$ cat config.mk
export PLATFORM = sky130hd
export DESIGN_NAME = utf16be_to_utf8_transcoder_core
export DESIGN_NICKNAME = d
export VERILOG_FILES = /design/src/rtl/core/u16u8_pkg.sv /design/src/rtl/core/u16u8_queue.sv /design/src/rtl/core/u16u8_front.sv /design/src/rtl/core/u16u8_back.sv /design/src/rtl/core/utf16be_to_utf8_transcoder_core.sv
export SDC_FILE = /design/constraint.sdc
export NUM_CORES = 1
export LEC_CHECK = 0
export BUFFER_PORTS_ARGS = -buffer_cell sky130_fd_sc_hd__buf_2
export CORE_UTILIZATION = 34
export DETAILED_ROUTE_END_ITERATION = 10
export SLEW_MARGIN = 20
export SYNTH_ARGS = -nofsm -noshare
export SYNTH_HDL_FRONTEND = slang
export SYNTH_SLANG_ARGS = --single-unit
$ cat constraint.sdc
create_clock -name i_clk -period 7.4 [get_ports i_clk]
set_clock_uncertainty 0.05 [all_clocks]
set_input_delay 1.48 -clock i_clk [delete_from_list [all_inputs] [get_ports i_clk]]
set_output_delay 1.48 -clock i_clk [all_outputs]
set_load 0.01 [all_outputs]
$ cat src/rtl/core/u16u8_pkg.sv
`default_nettype none
// ----------------------------------------------------------------------------
// u16u8_pkg
// shared types and constants of the utf-16be to utf-8 transcoder
// ----------------------------------------------------------------------------
package u16u8_pkg;

    localparam int unsigned QUEUE_DEPTH_DEF = 4;
    localparam int unsigned CP_W            = 21;

    localparam logic [7:0]  BOM_HI   = 8'hFE;
    localparam logic [7:0]  BOM_LO   = 8'hFF;
    localparam logic [15:0] REPL_CP  = 16'hFFFD;
    localparam logic [5:0]  LEAD_SUR = 6'b110110;
    localparam logic [5:0]  TRAIL_SUR = 6'b110111;
    localparam logic [CP_W-1:0] SUPP_BASE = 21'h10000;

    typedef struct packed {
        logic [7:0] in_byte;
        logic       end_of_string;
    } t_in_item;

    typedef struct packed {
        logic [7:0] out_byte;
        logic       raw_code;
        logic       run_end;
    } t_out_item;

    // one queue entry: what a single input byte asks the back end to emit
    typedef enum logic [1:0] {
        JOB_RAW1,
        JOB_RAW2,
        JOB_CP
    } t_job_kind;

    typedef struct packed {
        t_job_kind       kind;
        logic [7:0]      raw_b;
        logic [CP_W-1:0] cp;
    } t_job;

endpackage
`default_nettype wire

$ cat src/rtl/core/u16u8_queue.sv
`default_nettype none
// ----------------------------------------------------------------------------
// u16u8_queue
// small first-in first-out queue between front end and back end
// ----------------------------------------------------------------------------
module u16u8_queue #(
    parameter int unsigned WIDTH = 8,
    parameter int unsigned DEPTH = 4
) (
    input  wire logic             i_clk,
    input  wire logic             i_rst_n,
    input  wire logic             i_push,
    input  wire logic [WIDTH-1:0] i_data,
    input  wire logic             i_pop,
    output logic                  o_full,
    output logic                  o_valid,
    output logic [WIDTH-1:0]      o_data
);

    localparam int unsigned PTR_W = (DEPTH > 1) ? $clog2(DEPTH) : 1;
    localparam int unsigned CNT_W = $clog2(DEPTH + 1);
    localparam logic [PTR_W-1:0] PTR_LAST = PTR_W'(DEPTH - 1);
    localparam logic [CNT_W-1:0] CNT_FULL = CNT_W'(DEPTH);

    logic [WIDTH-1:0] r_mem [DEPTH];
    logic [PTR_W-1:0] r_wr_ptr, n_wr_ptr;
    logic [PTR_W-1:0] r_rd_ptr, n_rd_ptr;
    logic [CNT_W-1:0] r_count, n_count;
    logic             do_push, do_pop;

    assign o_full  = (r_count == CNT_FULL);
    assign o_valid = (r_count != '0);
    assign o_data  = r_mem[r_rd_ptr];
    assign do_push = i_push && !o_full;
    assign do_pop  = i_pop && o_valid;

    always_comb begin
        n_wr_ptr = r_wr_ptr;
        n_rd_ptr = r_rd_ptr;
        n_count  = r_count;
        if (do_push) begin
            n_wr_ptr = (r_wr_ptr == PTR_LAST) ? '0 : r_wr_ptr + PTR_W'(1);
        end
        if (do_pop) begin
            n_rd_ptr = (r_rd_ptr == PTR_LAST) ? '0 : r_rd_ptr + PTR_W'(1);
        end
        if (do_push && !do_pop) begin
            n_count = r_count + CNT_W'(1);
        end else if (do_pop && !do_push) begin
            n_count = r_count - CNT_W'(1);
        end
    end

    always_ff @(posedge i_clk) begin
        if (!i_rst_n) begin
            r_wr_ptr <= '0;
            r_rd_ptr <= '0;
            r_count  <= '0;
        end else begin
            r_wr_ptr <= n_wr_ptr;
            r_rd_ptr <= n_rd_ptr;
            r_count  <= n_count;
        end
    end

    always_ff @(posedge i_clk) begin
        if (do_push) begin
            r_mem[r_wr_ptr] <= i_data;
        end
    end

endmodule
`default_nettype wire

$ cat src/rtl/core/u16u8_front.sv
`default_nettype none
// ----------------------------------------------------------------------------
// u16u8_front
// takes source bytes, tracks the byte order mark, code unit assembly and
// surrogate pairing, and hands one job per productive byte to the queue
// ----------------------------------------------------------------------------
module u16u8_front (
    input  wire logic                i_clk,
    input  wire logic                i_rst_n,
    input  wire logic                i_in_valid,
    input  wire u16u8_pkg::t_in_item i_in_item,
    input  wire logic                i_queue_full,
    output logic                     o_in_stall,
    output logic                     o_job_push,
    output u16u8_pkg::t_job          o_job
);

    import u16u8_pkg::*;

    typedef enum logic [1:0] {
        PH_START,
        PH_MARK,
        PH_RAW,
        PH_BODY
    } t_phase;

    t_phase      r_phase, n_phase;
    logic [7:0]  r_held, n_held;
    logic        r_have, n_have;
    logic        r_pend, n_pend;
    logic [9:0]  r_bits, n_bits;

    logic        accept;
    logic [7:0]  b;
    logic        last;
    logic        unit_go;
    logic [15:0] unit_code;
    t_job        job;
    logic        job_valid;

    assign b          = i_in_item.in_byte;
    assign last       = i_in_item.end_of_string;
    assign o_in_stall = i_queue_full;
    assign accept     = i_in_valid && !i_queue_full;
    assign o_job      = job;
    assign o_job_push = job_valid;

    always_comb begin
        n_phase   = r_phase;
        n_held    = r_held;
        n_have    = r_have;
        n_pend    = r_pend;
        n_bits    = r_bits;
        unit_go   = 1'b0;
        unit_code = {r_held, b};
        job.kind  = JOB_RAW1;
        job.raw_b = b;
        job.cp    = '0;
        job_valid = 1'b0;

        if (accept) begin
            unique case (r_phase)
                PH_START: begin
                    if (b == BOM_HI && !last) begin
                        n_phase = PH_MARK;
                    end else begin
                        job_valid = 1'b1;
                        n_phase   = PH_RAW;
                    end
                end
                PH_MARK: begin
                    if (b == BOM_LO) begin
                        n_phase = PH_BODY;
                    end else begin
                        job.kind  = JOB_RAW2;
                        job_valid = 1'b1;
                        n_phase   = PH_RAW;
                    end
                end
                PH_RAW: begin
                    job_valid = 1'b1;
                end
                PH_BODY: begin
                    if (r_have) begin
                        n_have  = 1'b0;
                        n_held  = '0;
                        unit_go = 1'b1;
                    end else if (last) begin
                        // odd byte at the end stands for a replacement char
                        unit_code = REPL_CP;
                        unit_go   = 1'b1;
                    end else begin
                        n_held = b;
                        n_have = 1'b1;
                    end
                end
            endcase

            if (unit_go) begin
                if (r_pend) begin
                    job.kind  = JOB_CP;
                    job_valid = 1'b1;
                    if (unit_code[15:10] == TRAIL_SUR) begin
                        job.cp = SUPP_BASE + {1'b0, r_bits, unit_code[9:0]};
                    end else begin
                        job.cp = {5'b0, REPL_CP};
                    end
                    n_pend = 1'b0;
                    n_bits = '0;
                end else if (unit_code[15:10] == LEAD_SUR) begin
                    n_pend = 1'b1;
                    n_bits = unit_code[9:0];
                end else begin
                    job.kind  = JOB_CP;
                    job.cp    = {5'b0, unit_code};
                    job_valid = 1'b1;
                end
            end

            if (last) begin
                n_phase = PH_START;
                n_held  = '0;
                n_have  = 1'b0;
                n_pend  = 1'b0;
                n_bits  = '0;
            end
        end
    end

    always_ff @(posedge i_clk) begin
        if (!i_rst_n) begin
            r_phase <= PH_START;
            r_held  <= '0;
            r_have  <= 1'b0;
            r_pend  <= 1'b0;
            r_bits  <= '0;
        end else begin
            r_phase <= n_phase;
            r_held  <= n_held;
            r_have  <= n_have;
            r_pend  <= n_pend;
            r_bits  <= n_bits;
        end
    end

endmodule
`default_nettype wire

$ cat src/rtl/core/u16u8_back.sv
`default_nettype none
// ----------------------------------------------------------------------------
// u16u8_back
// walks the job at the queue head one output byte per cycle into an output
// register while the output is not stalled
// ----------------------------------------------------------------------------
module u16u8_back (
    input  wire logic             i_clk,
    input  wire logic             i_rst_n,
    input  wire logic             i_job_valid,
    input  wire u16u8_pkg::t_job  i_job,
    output logic                  o_job_pop,
    output logic                  o_out_valid,
    input  wire logic             i_out_stall,
    output u16u8_pkg::t_out_item  o_out_item
);

    import u16u8_pkg::*;

    logic [1:0] r_idx, n_idx;
    logic       r_out_valid;
    t_out_item  r_out;
    t_out_item  cur;
    logic [1:0] last_idx;
    logic [1:0] grp;
    logic       out_free;
    logic       take;

    assign out_free    = !r_out_valid || !i_out_stall;
    assign take        = out_free && i_job_valid;
    assign o_job_pop   = take && (r_idx == last_idx);
    assign o_out_valid = r_out_valid;
    assign o_out_item  = r_out;
    assign grp         = last_idx - r_idx;

    // number of bytes minus one for the head job
    always_comb begin
        unique case (i_job.kind)
            JOB_RAW1: last_idx = 2'd0;
            JOB_RAW2: last_idx = 2'd1;
            JOB_CP: begin
                if (i_job.cp < 21'h80) begin
                    last_idx = 2'd0;
                end else if (i_job.cp < 21'h800) begin
                    last_idx = 2'd1;
                end else if (i_job.cp < 21'h10000) begin
                    last_idx = 2'd2;
                end else begin
                    last_idx = 2'd3;
                end
            end
            default: last_idx = 2'd0;
        endcase
    end

    always_comb begin
        cur.raw_code = 1'b1;
        cur.run_end  = (r_idx == last_idx);
        cur.out_byte = i_job.raw_b;
        unique case (i_job.kind)
            JOB_RAW1: cur.out_byte = i_job.raw_b;
            JOB_RAW2: cur.out_byte = (r_idx == 2'd0) ? BOM_HI : i_job.raw_b;
            JOB_CP: begin
                cur.raw_code = 1'b0;
                if (r_idx == 2'd0) begin
                    unique case (last_idx)
                        2'd0: cur.out_byte = {1'b0, i_job.cp[6:0]};
                        2'd1: cur.out_byte = {3'b110, i_job.cp[10:6]};
                        2'd2: cur.out_byte = {4'b1110, i_job.cp[15:12]};
                        2'd3: cur.out_byte = {5'b11110, i_job.cp[20:18]};
                    endcase
                end else begin
                    // continuation byte, six bits per group from the top down
                    case (grp)
                        2'd1:    cur.out_byte = {2'b10, i_job.cp[11:6]};
                        2'd2:    cur.out_byte = {2'b10, i_job.cp[17:12]};
                        default: cur.out_byte = {2'b10, i_job.cp[5:0]};
                    endcase
                end
            end
            default: cur.out_byte = i_job.raw_b;
        endcase
    end

    always_comb begin
        n_idx = r_idx;
        if (take) begin
            n_idx = (r_idx == last_idx) ? 2'd0 : r_idx + 2'd1;
        end
    end

    always_ff @(posedge i_clk) begin
        if (!i_rst_n) begin
            r_idx       <= '0;
            r_out_valid <= 1'b0;
        end else begin
            r_idx <= n_idx;
            if (out_free) begin
                r_out_valid <= i_job_valid;
            end
        end
    end

    always_ff @(posedge i_clk) begin
        if (take) begin
            r_out <= cur;
        end
    end

endmodule
`default_nettype wire

$ cat src/rtl/core/utf16be_to_utf8_transcoder_core.sv
`default_nettype none
// ----------------------------------------------------------------------------
// utf16be_to_utf8_transcoder_core
// utf-16be (after an fe ff mark) to utf-8 byte stream, raw pass-through else
// ----------------------------------------------------------------------------
// path: each job is registered in the job queue, and each result byte then in
//   the back end output register before it is valid
// throughput: one input transfer per cycle while the job queue has room (input
//   stalls whenever the queue is full); the back end emits one output byte per
//   cycle while the output is not stalled, and an item yields 0 to 4 bytes
// reset: synchronous active low, clears string state, queue and output valid
module utf16be_to_utf8_transcoder_core #(
    parameter int unsigned QUEUE_DEPTH = u16u8_pkg::QUEUE_DEPTH_DEF
) (
    input  wire logic                 i_clk,
    input  wire logic                 i_rst_n,
    input  wire logic                 i_in_valid,
    output logic                      o_in_stall,
    input  wire u16u8_pkg::t_in_item  i_in_item,
    output logic                      o_out_valid,
    input  wire logic                 i_out_stall,
    output u16u8_pkg::t_out_item      o_out_item
);

    import u16u8_pkg::*;

    localparam int unsigned JOB_W = $bits(t_job);

    t_job             push_job;
    logic             push;
    logic             q_full;
    logic             q_valid;
    logic             pop;
    logic [JOB_W-1:0] q_data;
    t_job             head_job;

    assign head_job = t_job'(q_data);

    u16u8_front u_front (
        .i_clk        (i_clk),
        .i_rst_n      (i_rst_n),
        .i_in_valid   (i_in_valid),
        .i_in_item    (i_in_item),
        .i_queue_full (q_full),
        .o_in_stall   (o_in_stall),
        .o_job_push   (push),
        .o_job        (push_job)
    );

    u16u8_queue #(
        .WIDTH (JOB_W),
        .DEPTH (QUEUE_DEPTH)
    ) u_queue (
        .i_clk   (i_clk),
        .i_rst_n (i_rst_n),
        .i_push  (push),
        .i_data  (JOB_W'(push_job)),
        .i_pop   (pop),
        .o_full  (q_full),
        .o_valid (q_valid),
        .o_data  (q_data)
    );

    u16u8_back u_back (
        .i_clk       (i_clk),
        .i_rst_n     (i_rst_n),
        .i_job_valid (q_valid),
        .i_job       (head_job),
        .o_job_pop   (pop),
        .o_out_valid (o_out_valid),
        .i_out_stall (i_out_stall),
        .o_out_item  (o_out_item)
    );

endmodule
`default_nettype wire
==> results of run 1 <==
==> per-stage QoR <==
step | util, % | hold slack, ns | power [mW] | std cells
after floorplan | - | 0.377 | 1.91 | 531
after global placement | 36.8 | 0.388 | 2.17 | 813
after detailed placement | 36.9 | 0.394 | 2.18 | 813
after CTS | 39.5 | 0.403 | 3.04 | 844
after global routing | 39.5 | 0.420 | 3.17 | 844
final | 39.5 | 0.402 | 3.01 | 844
==> cell type report <==
| type | count | share of cell area [%] |
|---|---|---|
| clock buffers | 18 | 5.11 |
| clock inverters | 13 | 1.63 |
| inverters | 19 | 0.850 |
| multi-input cells | 319 | 30.1 |
| flip-flops and latches | 168 | 56.1 |
| well taps | 275 | 4.10 |
| repair buffers | 32 | 2.15 |
==> how the worst max path moves through the flow <==
stage	endpoint	slack, ns	cells past startpoint
final	u_queue.r_count[2]	2.18	15
after global routing	u_queue.r_count[2]	1.81	15
after CTS	u_queue.r_count[2]	2.12	15
after detailed placement	u_queue.r_count[2]	2.14	15
after global placement	u_queue.r_count[2]	2.19	13
after floorplan	u_queue.r_mem[0][0]	2.89	7
==> worst max-delay path: cells and delay by family (launching register included) <==
kind / cells / cell delay, ns
adder cells (fa/ha/maj): 3 / 0.96
AO/OA/AOI/OAI: 3 / 0.60
flip-flops: 1 / 0.72
buffers and inverters: 2 / 0.48
multiplexers: 2 / 1.03
AND/OR/NAND/NOR: 4 / 1.11
XOR/XNOR: 1 / 0.17
==> power by group <==
| part | total, mW | switching [mW] | internal [mW] | leakage, nW |
|---|---|---|---|---|
| clock network | 0.852 | 0.333 | 0.519 | 0.277 |
| registers | 1.22 | 0.0624 | 1.15 | 1.52 |
| logic | 0.946 | 0.563 | 0.383 | 0.971 |
| total | 3.01 | 0.958 | 2.05 | 2.77 |
==> registers in the layout, indices dropped and copies added, names as in the netlist, named ones only <==
register and count:
u_back.o_out_valid 1, u_queue.r_rd_ptr 2, u_back.r_idx 2, u_back.o_out_item 10, u_front.r_held 8, u_front.r_have 1, u_queue.r_count 3, u_front.r_pend 1
u_front.r_phase 2, u_queue.r_mem 124, u_queue.r_wr_ptr 2, u_front.r_bits 10
==> per-layer routing <==
layer,GRT usage [%],wire length [um]
met4,6.07,321
met2,25.1,7920
met3,3.45,659
met5,0,0
met1,20.3,7520
==> cell families (layout without fill, tap and decap cells) <==
| family | count (synthesis) | in the layout |
|---|---|---|
| compound gates | 113 | 113 |
| xor+xnor | 6 | 6 |
| fa+ha+maj | 14 | 14 |
| buf+inv | 44 | 82 |
| flops | 168 | 168 |
| mux | 37 | 37 |
| simple gates | 149 | 149 |
==> placed cells by master (no fill, tap or decap), types with 10 or more instances in the layout <==
cell type | Yosys | layout
o21ai_0 | 20 | 20
o21a_1 | 10 | 10
ha_1 | 13 | 13
inv_1 | 19 | 19
nand3_1 | 16 | 16
dfxtp_1 | 34 | 33
mux4_2 | 26 | 26
nand4_1 | 13 | 13
a21oi_1 | 36 | 35
nor2_1 | 38 | 38
clkbuf_16 | 0 | 17
edfxtp_1 | 134 | 134
nand2_1 | 36 | 36
buf_2 | 4 | 24
==> out/metrics.yaml, run 1 <==
clocking:
  postCtsSetupRepairBufs: 0
  cts_made_buffers: 17
  ctsResizeCount: 0
  clk_pin_slew_worst_paths_ns: 0.06
  cts_tree: "yes"
  cts-root-buf: "clkbuf_16"
  clock_sinks: 168
  clock_latency_ns: 0.42
  h-tree-depth: 4
  clk_path_buf_depth: 2
  cts-hold-fix-buffers: 0
route:
  vias: 4559
  routed_via_density: 5.40
  drt_pass1_iterations: 5
  ant_nets: 0
  drc_errors: 0
  avgRoutedWirePerCell_um: 19.5
  wl_mm: 16.4
  drt_iter0_drc: 373
worst_setup_path:
  worst_ep_arrival_time_ns: 5.51
  reg2reg_to: "u_queue.r_count[2]"
  crit_chain: "buf_4 > mux4_1 > nor3_2 > a311o_1 > a21oi_4 > or2_2 > ha_1 > and3_1 > mux2i_1 > ha_1 > inv_1 > fa_1 > xor2_1 > or3_1 > a21oi_1"
  crit_top_cell: "ha_1"
  rr_worst_depth: 15
  crit_type: "reg -> reg"
  slowest_delay_ns: 0.72
  cp_max_fo: 17
  r2r_slack_ns: 2.18
  start_kind: "flop"
  worst_ep_required_time_ns: 7.69
  cp-end-kind: "flop"
  slowest_stage: "dfxtp_2"
timing:
  setup_ws_ns: 2.18
  max_clock_freq_ghz: 0.192
  min_period_over_period_pct: 70.6
  slew_viol_final: 0
  finalCriticalPeriod_ns: 5.22
  fin_setup_tns_ns: 0
  worst_slew_pin_slew_ns: 1.05
  relSlewSlack_pct: 29.8
  grt_setup_unrepaired: "no"
  setup_violations: 0
  hold_viol: 0
floorplanning:
  die_w_um: 150
  rows: 53
  dieArea_um2: 22400
  die-height_um: 150
  start_util_pct: 34.9
  coreArea_um2: 21200
  pin_count: 25
logic_synthesis:
  synth_xor_area_share_pct: 0.709
  synthArstFlopShare_pct: 0
  ys_warn_count: 0
  yosysMostFrequentCell: "edfxtp_1"
  synthTopCellsByArea: "edfxtp_1 (54%), dfxtp_1 (9.2%), mux4_2 (7.9%), a21oi_1 (2.4%), ha_1 (2.2%)"
  yosys.area.top_type_share_pct: 54.3
  synth_cells: 531
  synth-compound-area-share_pct: 9.99
  synth_top_family_by_area: "multiplexers"
  synth.avg_cell_area_um2: 14.0
  muxShareOfSynthArea_pct: 10.5
  yosysSeqAreaShare_pct: 63.5
  syn_nets: 558
  synth_commonest_cells: "edfxtp_1 (134), nor2_1 (38), a21oi_1 (36), nand2_1 (36), dfxtp_1 (34)"
  synth_edf_count: 134
  synthFlopType: "edfxtp_1"
  synth.distinct_cells: 61
  synthSimpleGateAreaFrac_pct: 10.1
  synth_adder_area_share_pct: 2.46
  synth_area_leader_cell: "edfxtp_1"
  ys_seq_elements: 168
  syn_area_um2: 7410
cells_and_area:
  multi_input_area_um2: 2520
  seqCellArea_um2: 4710
  drive_gt1_share_pct: 17.9
  fillers: 1965
  nets: 584
  syn_to_final_growth_pct: 13.2
  stdcell_area_um2: 8390
  diodes: 0
min_path:
  min-delay-start: "u_front.r_bits[4]"
  min_delay_worst_endpoint: "u_front.r_bits[4]"
  hold_depth: 2
  hp-class: "reg -> reg"
grt:
  grt_pass1_vias: 4457
  antenna_found_initial: 0
  grtUsageTotal_pct: 15.6
  overflow: 0
  grt_pass1_wl_mm: 25.4
  grt_start_max_net_pins: 32
placed_design:
  io_buffer_count: 24
  place_ws_ns: 2.14
  place_area_um2: 7820
  dp_hpwl_mm: 11.3
  globalplace.congestion: 0.850
job:
  drv_cap: 0
power_and_ir_drop:
  vdd_drop_max_mv: 0.199
  powerDensity_nw_per_um2: 359
  p_leak_nw: 2.77
outcome:
  outcome: "completed"
(Power assumes the default switching activity.)
==> inputs of run 2 (changes only) <==
clock period = 4.5 ns   (was 7.4 ns; I/O delays follow)
==> run 2 against run 1 <==
- setup slack got worse by 2.0 ns
- register-to-register slack got worse by 2.0 ns
- critical path type unchanged
- non-clock buffer count rose by 17
==> out/metrics.yaml, run 2 (same netlist as run 1, synthesis figures left out) <==
floorplanning:
  rows: 53
  coreArea_um2: 21200
  start_util_pct: 34.9
  die-height_um: 150
  die_w_um: 150
  pin_count: 25
  dieArea_um2: 22400
cells_and_area:
  layout.cells.most_common: "edfxtp_1"
  largest_register_ffs: 124
  final_cell_mix: "edfxtp_1 (134), nor2_1 (38), nand2_1 (36)"
  syn_to_final_growth_pct: 15.2
  diodes: 0
  fillers: 1951
  drive_gt1_share_pct: 22.0
  nets: 601
  top_register: "u_queue.r_mem"
route:
  drc_errors: 0
  ant_nets: 0
  avgRoutedWirePerCell_um: 19.6
  vias: 4627
  routed_via_density: 5.37
  drt_pass1_iterations: 5
  drt_iter0_drc: 451
  wl_mm: 16.9
worst_setup_path:
  reg2reg_to: "u_queue.r_count[2]"
  crit_type: "reg -> reg"
  crit_chain: "mux4_2 > or4_4 > a311o_1 > a21oi_4 > or2_2 > ha_4 > and3_1 > mux2i_2 > ha_2 > inv_1 > fa_1 > xor2_1 > or3_1 > a21oi_2"
  rr_worst_depth: 14
  slowest_delay_ns: 0.57
  start_kind: "flop"
  slowest_stage: "or4_4"
  cp_max_fo: 6
  worst_ep_required_time_ns: 4.79
  r2r_slack_ns: 0.19
  cp-end-kind: "flop"
  worst_ep_arrival_time_ns: 4.60
clocking:
  cts-hold-fix-buffers: 0
  cts_tree: "yes"
  clk_pin_slew_worst_paths_ns: 0.06
  h-tree-depth: 4
  clock_latency_ns: 0.42
  cts_made_buffers: 17
  clk_path_buf_depth: 2
  cts-root-buf: "clkbuf_16"
  clock_sinks: 168
timing:
  finalCriticalPeriod_ns: 4.31
  worst_slew_pin_slew_ns: 1.07
  setup_violations: 0
  grt_setup_unrepaired: "no"
  min_period_over_period_pct: 95.7
  fin_setup_tns_ns: 0
  max_clock_freq_ghz: 0.232
  relSlewSlack_pct: 28.3
  hold_viol: 0
  setup_ws_ns: 0.193
  slew_viol_final: 0
  holdWs_ns: 0.400
grt:
  grtUsageTotal_pct: 16.3
  grt_pass1_wl_mm: 26.6
  antenna_found_initial: 0
  overflow: 0
  grt_start_max_net_pins: 32
  grt_pass1_vias: 4641
power_and_ir_drop:
  vdd_drop_max_mv: 0.309
  p_leak_nw: 2.85
  power_mw: 5.10
  powerDensity_nw_per_um2: 597
min_path:
  min-delay-start: "u_front.r_bits[4]"
  min_delay_worst_endpoint: "u_front.r_bits[4]"
  hp-class: "reg -> reg"
  hold_depth: 2
outcome:
  outcome: "completed"
placed_design:
  dp_hpwl_mm: 11.8
  io_buffer_count: 24
  globalplace.congestion: 0.866
  place_ws_ns: 0.0470
job:
  drv_cap: 0
run 2: cell count changes in the layout (fill, tap and decap cells not counted), moves of 2 or more:
cell       change
mux4_2         +2
mux4_1         -2
clkinv_4       +4
buf_4         +16
ha_1           -2
clkbuf_16      +2
clkbuf_1       +2
bufinv_16      -3
clkinv_1       -5
run 2: critical path: cells and delay by family (launching register included):
family,cells,cell delay [ns]
buffers and inverters,1,0.05
XOR/XNOR,1,0.19
multiplexers,2,0.76
flip-flops,1,0.40
AND/OR/NAND/NOR,4,1.21
AO/OA/AOI/OAI,3,0.75
adder cells (fa/ha/maj),3,0.82
run 2: worst max path at each step:
stage	startpoint	endpoint	slack, ns	depth (start not counted)
2_1_floorplan	flop	u_queue.r_count[2]	0.02	16
3_3_place_gp	flop	u_queue.r_count[2]	0.18	14
3_5_place_dp	flop	u_queue.r_count[2]	0.05	15
4_1_cts	flop	u_queue.r_count[2]	0.02	15
5_1_grt	flop	u_queue.r_count[2]	0.004	14
6_report	flop	u_queue.r_count[2]	0.19	14
run 2: area by class of cell:
cell class                      count  area (um^2)  area share (%)
Tap cell                          275          344            4.03
Multi-Input combinational cell    319         2540            29.7
Clock inverter                      9         63.8           0.747
Clock buffer                       23          500            5.86
Sequential cell                   168         4710            55.1
Inverter                           19         71.3           0.835
Timing Repair Buffer               49          312            3.65
run 2: report_power, final:
part           total [mW]  internal, mW  switching, mW  leakage [nW]
clock                1.37         0.788          0.584         0.282
combinational        1.75         0.740           1.01          1.05
sequential           1.97          1.90         0.0765          1.52
run 2: timing repair:
| action | 4_1_cts | 5_1_grt |
|---|---|---|
| endpoints found under the setup margin | 0 | 1 |
| buffers inserted | 0 | 2 |
| resized for setup | 0 | 9 |
run 2: per-layer routing:
layer | global-route usage [%] | share of wire [%] | routed length (um) | up-vias
met5 | 0 | 0 | 0 | -
li1 | - | - | - | 2136
met4 | 6.94 | 2.5 | 420 | 0
met3 | 3.57 | 4.9 | 829 | 29
met2 | 25.6 | 48 | 8120 | 153
met1 | 21.7 | 45 | 7530 | 2309
run 2: metrics by stage:
step                      utilization, %  area, um^2  cells
after floorplan                        -        7410    531
after global placement              37.4        7930    828
after detailed placement            37.4        7930    828
after CTS                           40.0        8490    860
after global routing                40.2        8540    862
final                               40.2        8540    862
==> inputs of run 3 (changes only) <==
CTS_BUF_LIST = sky130_fd_sc_hd__clkbuf_4 sky130_fd_sc_hd__clkbuf_8   (was not set)
==> run 3 against run 2 <==
- sequential cell count unchanged
- highest routed layer unchanged
- first-iteration DRC count decreased by 7.3%
- sequential power hardly changed
- critical path depth unchanged
- largest power group unchanged
- global-route usage fell by 0.20 points
==> out/metrics.yaml, run 3 (same netlist as run 1, synthesis figures left out) <==
route:
  wl_mm: 16.9
  ant_nets: 0
  avgRoutedWirePerCell_um: 19.6
  routed_via_density: 5.36
  drt_iter0_drc: 418
  drc_errors: 0
  drt_pass1_iterations: 7
  vias: 4617
floorplanning:
  coreArea_um2: 21200
  dieArea_um2: 22400
  die-height_um: 150
  rows: 53
  pin_count: 25
  start_util_pct: 34.9
  die_w_um: 150
power_and_ir_drop:
  powerDensity_nw_per_um2: 573
  p_sw_share_pct: 34.1
  p_int_mw: 3.16
  combPwrFrac_pct: 36.6
  p_leak_nw: 2.78
  pwr-share-seq_pct: 41.1
  switchingPower_mw: 1.63
  vdd_drop_max_mv: 0.215
  power_frac_clock_pct: 22.3
  power_mw: 4.80
placed_design:
  place_area_um2: 7930
  globalplace.congestion: 0.866
  io_buffer_count: 24
  dp_hpwl_mm: 11.8
grt:
  grtUsageTotal_pct: 16.1
  grt_pass1_wl_mm: 26.3
  grt_start_max_net_pins: 32
  grt_pass1_vias: 4627
  overflow: 0
  antenna_found_initial: 0
clocking:
  clock_sinks: 168
  clock_latency_ns: 0.46
  clk_pin_slew_worst_paths_ns: 0.09
  cts_tree: "yes"
  clk_path_buf_depth: 2
  cts-root-buf: "clkbuf_8"
  h-tree-depth: 4
  cts_made_buffers: 17
cells_and_area:
  syn_to_final_growth_pct: 13.0
  final_cell_mix: "edfxtp_1 (134), nor2_1 (38), nand2_1 (36)"
  largest_register_ffs: 124
  stdcell_area_um2: 8370
  top_register: "u_queue.r_mem"
  diodes: 0
  nets: 601
  drive_gt1_share_pct: 22.5
  layout.cells.most_common: "edfxtp_1"
timing:
  setup_violations: 0
  hold_viol: 0
  relSlewSlack_pct: 28.6
  max_clock_freq_ghz: 0.233
  slew_viol_final: 0
  holdWs_ns: 0.403
  worst_slew_pin_slew_ns: 1.07
  min_period_over_period_pct: 95.4
  grt_setup_unrepaired: "no"
  finalCriticalPeriod_ns: 4.29
  fin_setup_tns_ns: 0
worst_setup_path:
  worst_ep_required_time_ns: 4.83
  crit_type: "reg -> reg"
  cp_max_fo: 6
  slowest_stage: "or4_4"
  slowest_delay_ns: 0.57
  rr_worst_depth: 14
  cp-end-kind: "flop"
  worst_ep_arrival_time_ns: 4.63
  start_kind: "flop"
  crit_chain: "mux4_2 > or4_4 > a311o_1 > a21oi_4 > or2_2 > ha_4 > and3_1 > mux2i_2 > ha_2 > inv_1 > fa_1 > xor2_1 > or3_1 > a21oi_2"
min_path:
  hold_depth: 2
  hp-class: "reg -> reg"
job:
  drv_cap: 0
outcome:
  outcome: "completed"
## run 3: cell count changes in the layout (fill, tap and decap cells not counted), sizes merged
cell,delta
bufinv,+2
clkbuf,-2
## run 3: layout make-up
| cell class | instances | area [um^2] |
|---|---|---|
| Multi-Input combinational cell | 319 | 2540 |
| Fill cell | 1972 | 12800 |
| Clock buffer | 21 | 270 |
| Clock inverter | 11 | 124 |
| Sequential cell | 168 | 4710 |
| Timing Repair Buffer | 49 | 315 |
| Inverter | 19 | 71.3 |
| Tap cell | 275 | 344 |
## run 3: path summary, 6_finish.rpt
path / startpoint / end / slack, ns
worst max-delay path: flop / u_queue.r_count[2] / 0.21
worst min-delay path: u_front.r_bits[4] / u_front.r_bits[4] / 0.40
worst max register to register: flop / u_queue.r_count[2] / 0.21
worst min register to register: u_front.r_bits[4] / u_front.r_bits[4] / 0.40
## run 3: routing by layer
layer,vias up,global-route usage (%),part of all wire [%]
met2,165,25.2,47
met3,39,3.02,5.3
met4,0,8.21,3.2
li1,2132,-,-
met5,-,0,0
met1,2281,21.3,44
## run 3: what timing repair did
action,4_1_cts,5_1_grt
hold buffers,0,0
setup buffers,0,2
endpoints found under the setup margin,0,1
gates resized for setup,0,10
## run 3: critical path: cells and delay by family, from the launching register on
kind            cells  cell delay, ns
xor+xnor            1            0.19
simple gates        4            1.23
fa+ha+maj           3            0.82
mux                 2            0.76
flops               1            0.42
buf+inv             1            0.05
compound gates      3            0.70
## run 3: power by group through the flow
stage / clock network, mW / logic [mW] / registers (mW)
after CTS: 1.09 / 1.70 / 1.97
after floorplan: 0 / 1.14 / 2.01
after global placement: 0 / 1.68 / 1.99
final: 1.07 / 1.76 / 1.97
after global routing: 1.15 / 1.91 / 1.99
after detailed placement: 0 / 1.69 / 2.01
## run 3: per-stage QoR
step,instances,util (%),setup slack (ns)
6_report,862,39.5,0.208
5_1_grt,862,39.5,0.0312
4_1_cts,860,39.2,0.0181
3_5_place_dp,828,37.4,0.0470
3_3_place_gp,828,37.4,0.178
2_1_floorplan,531,-,0.0245
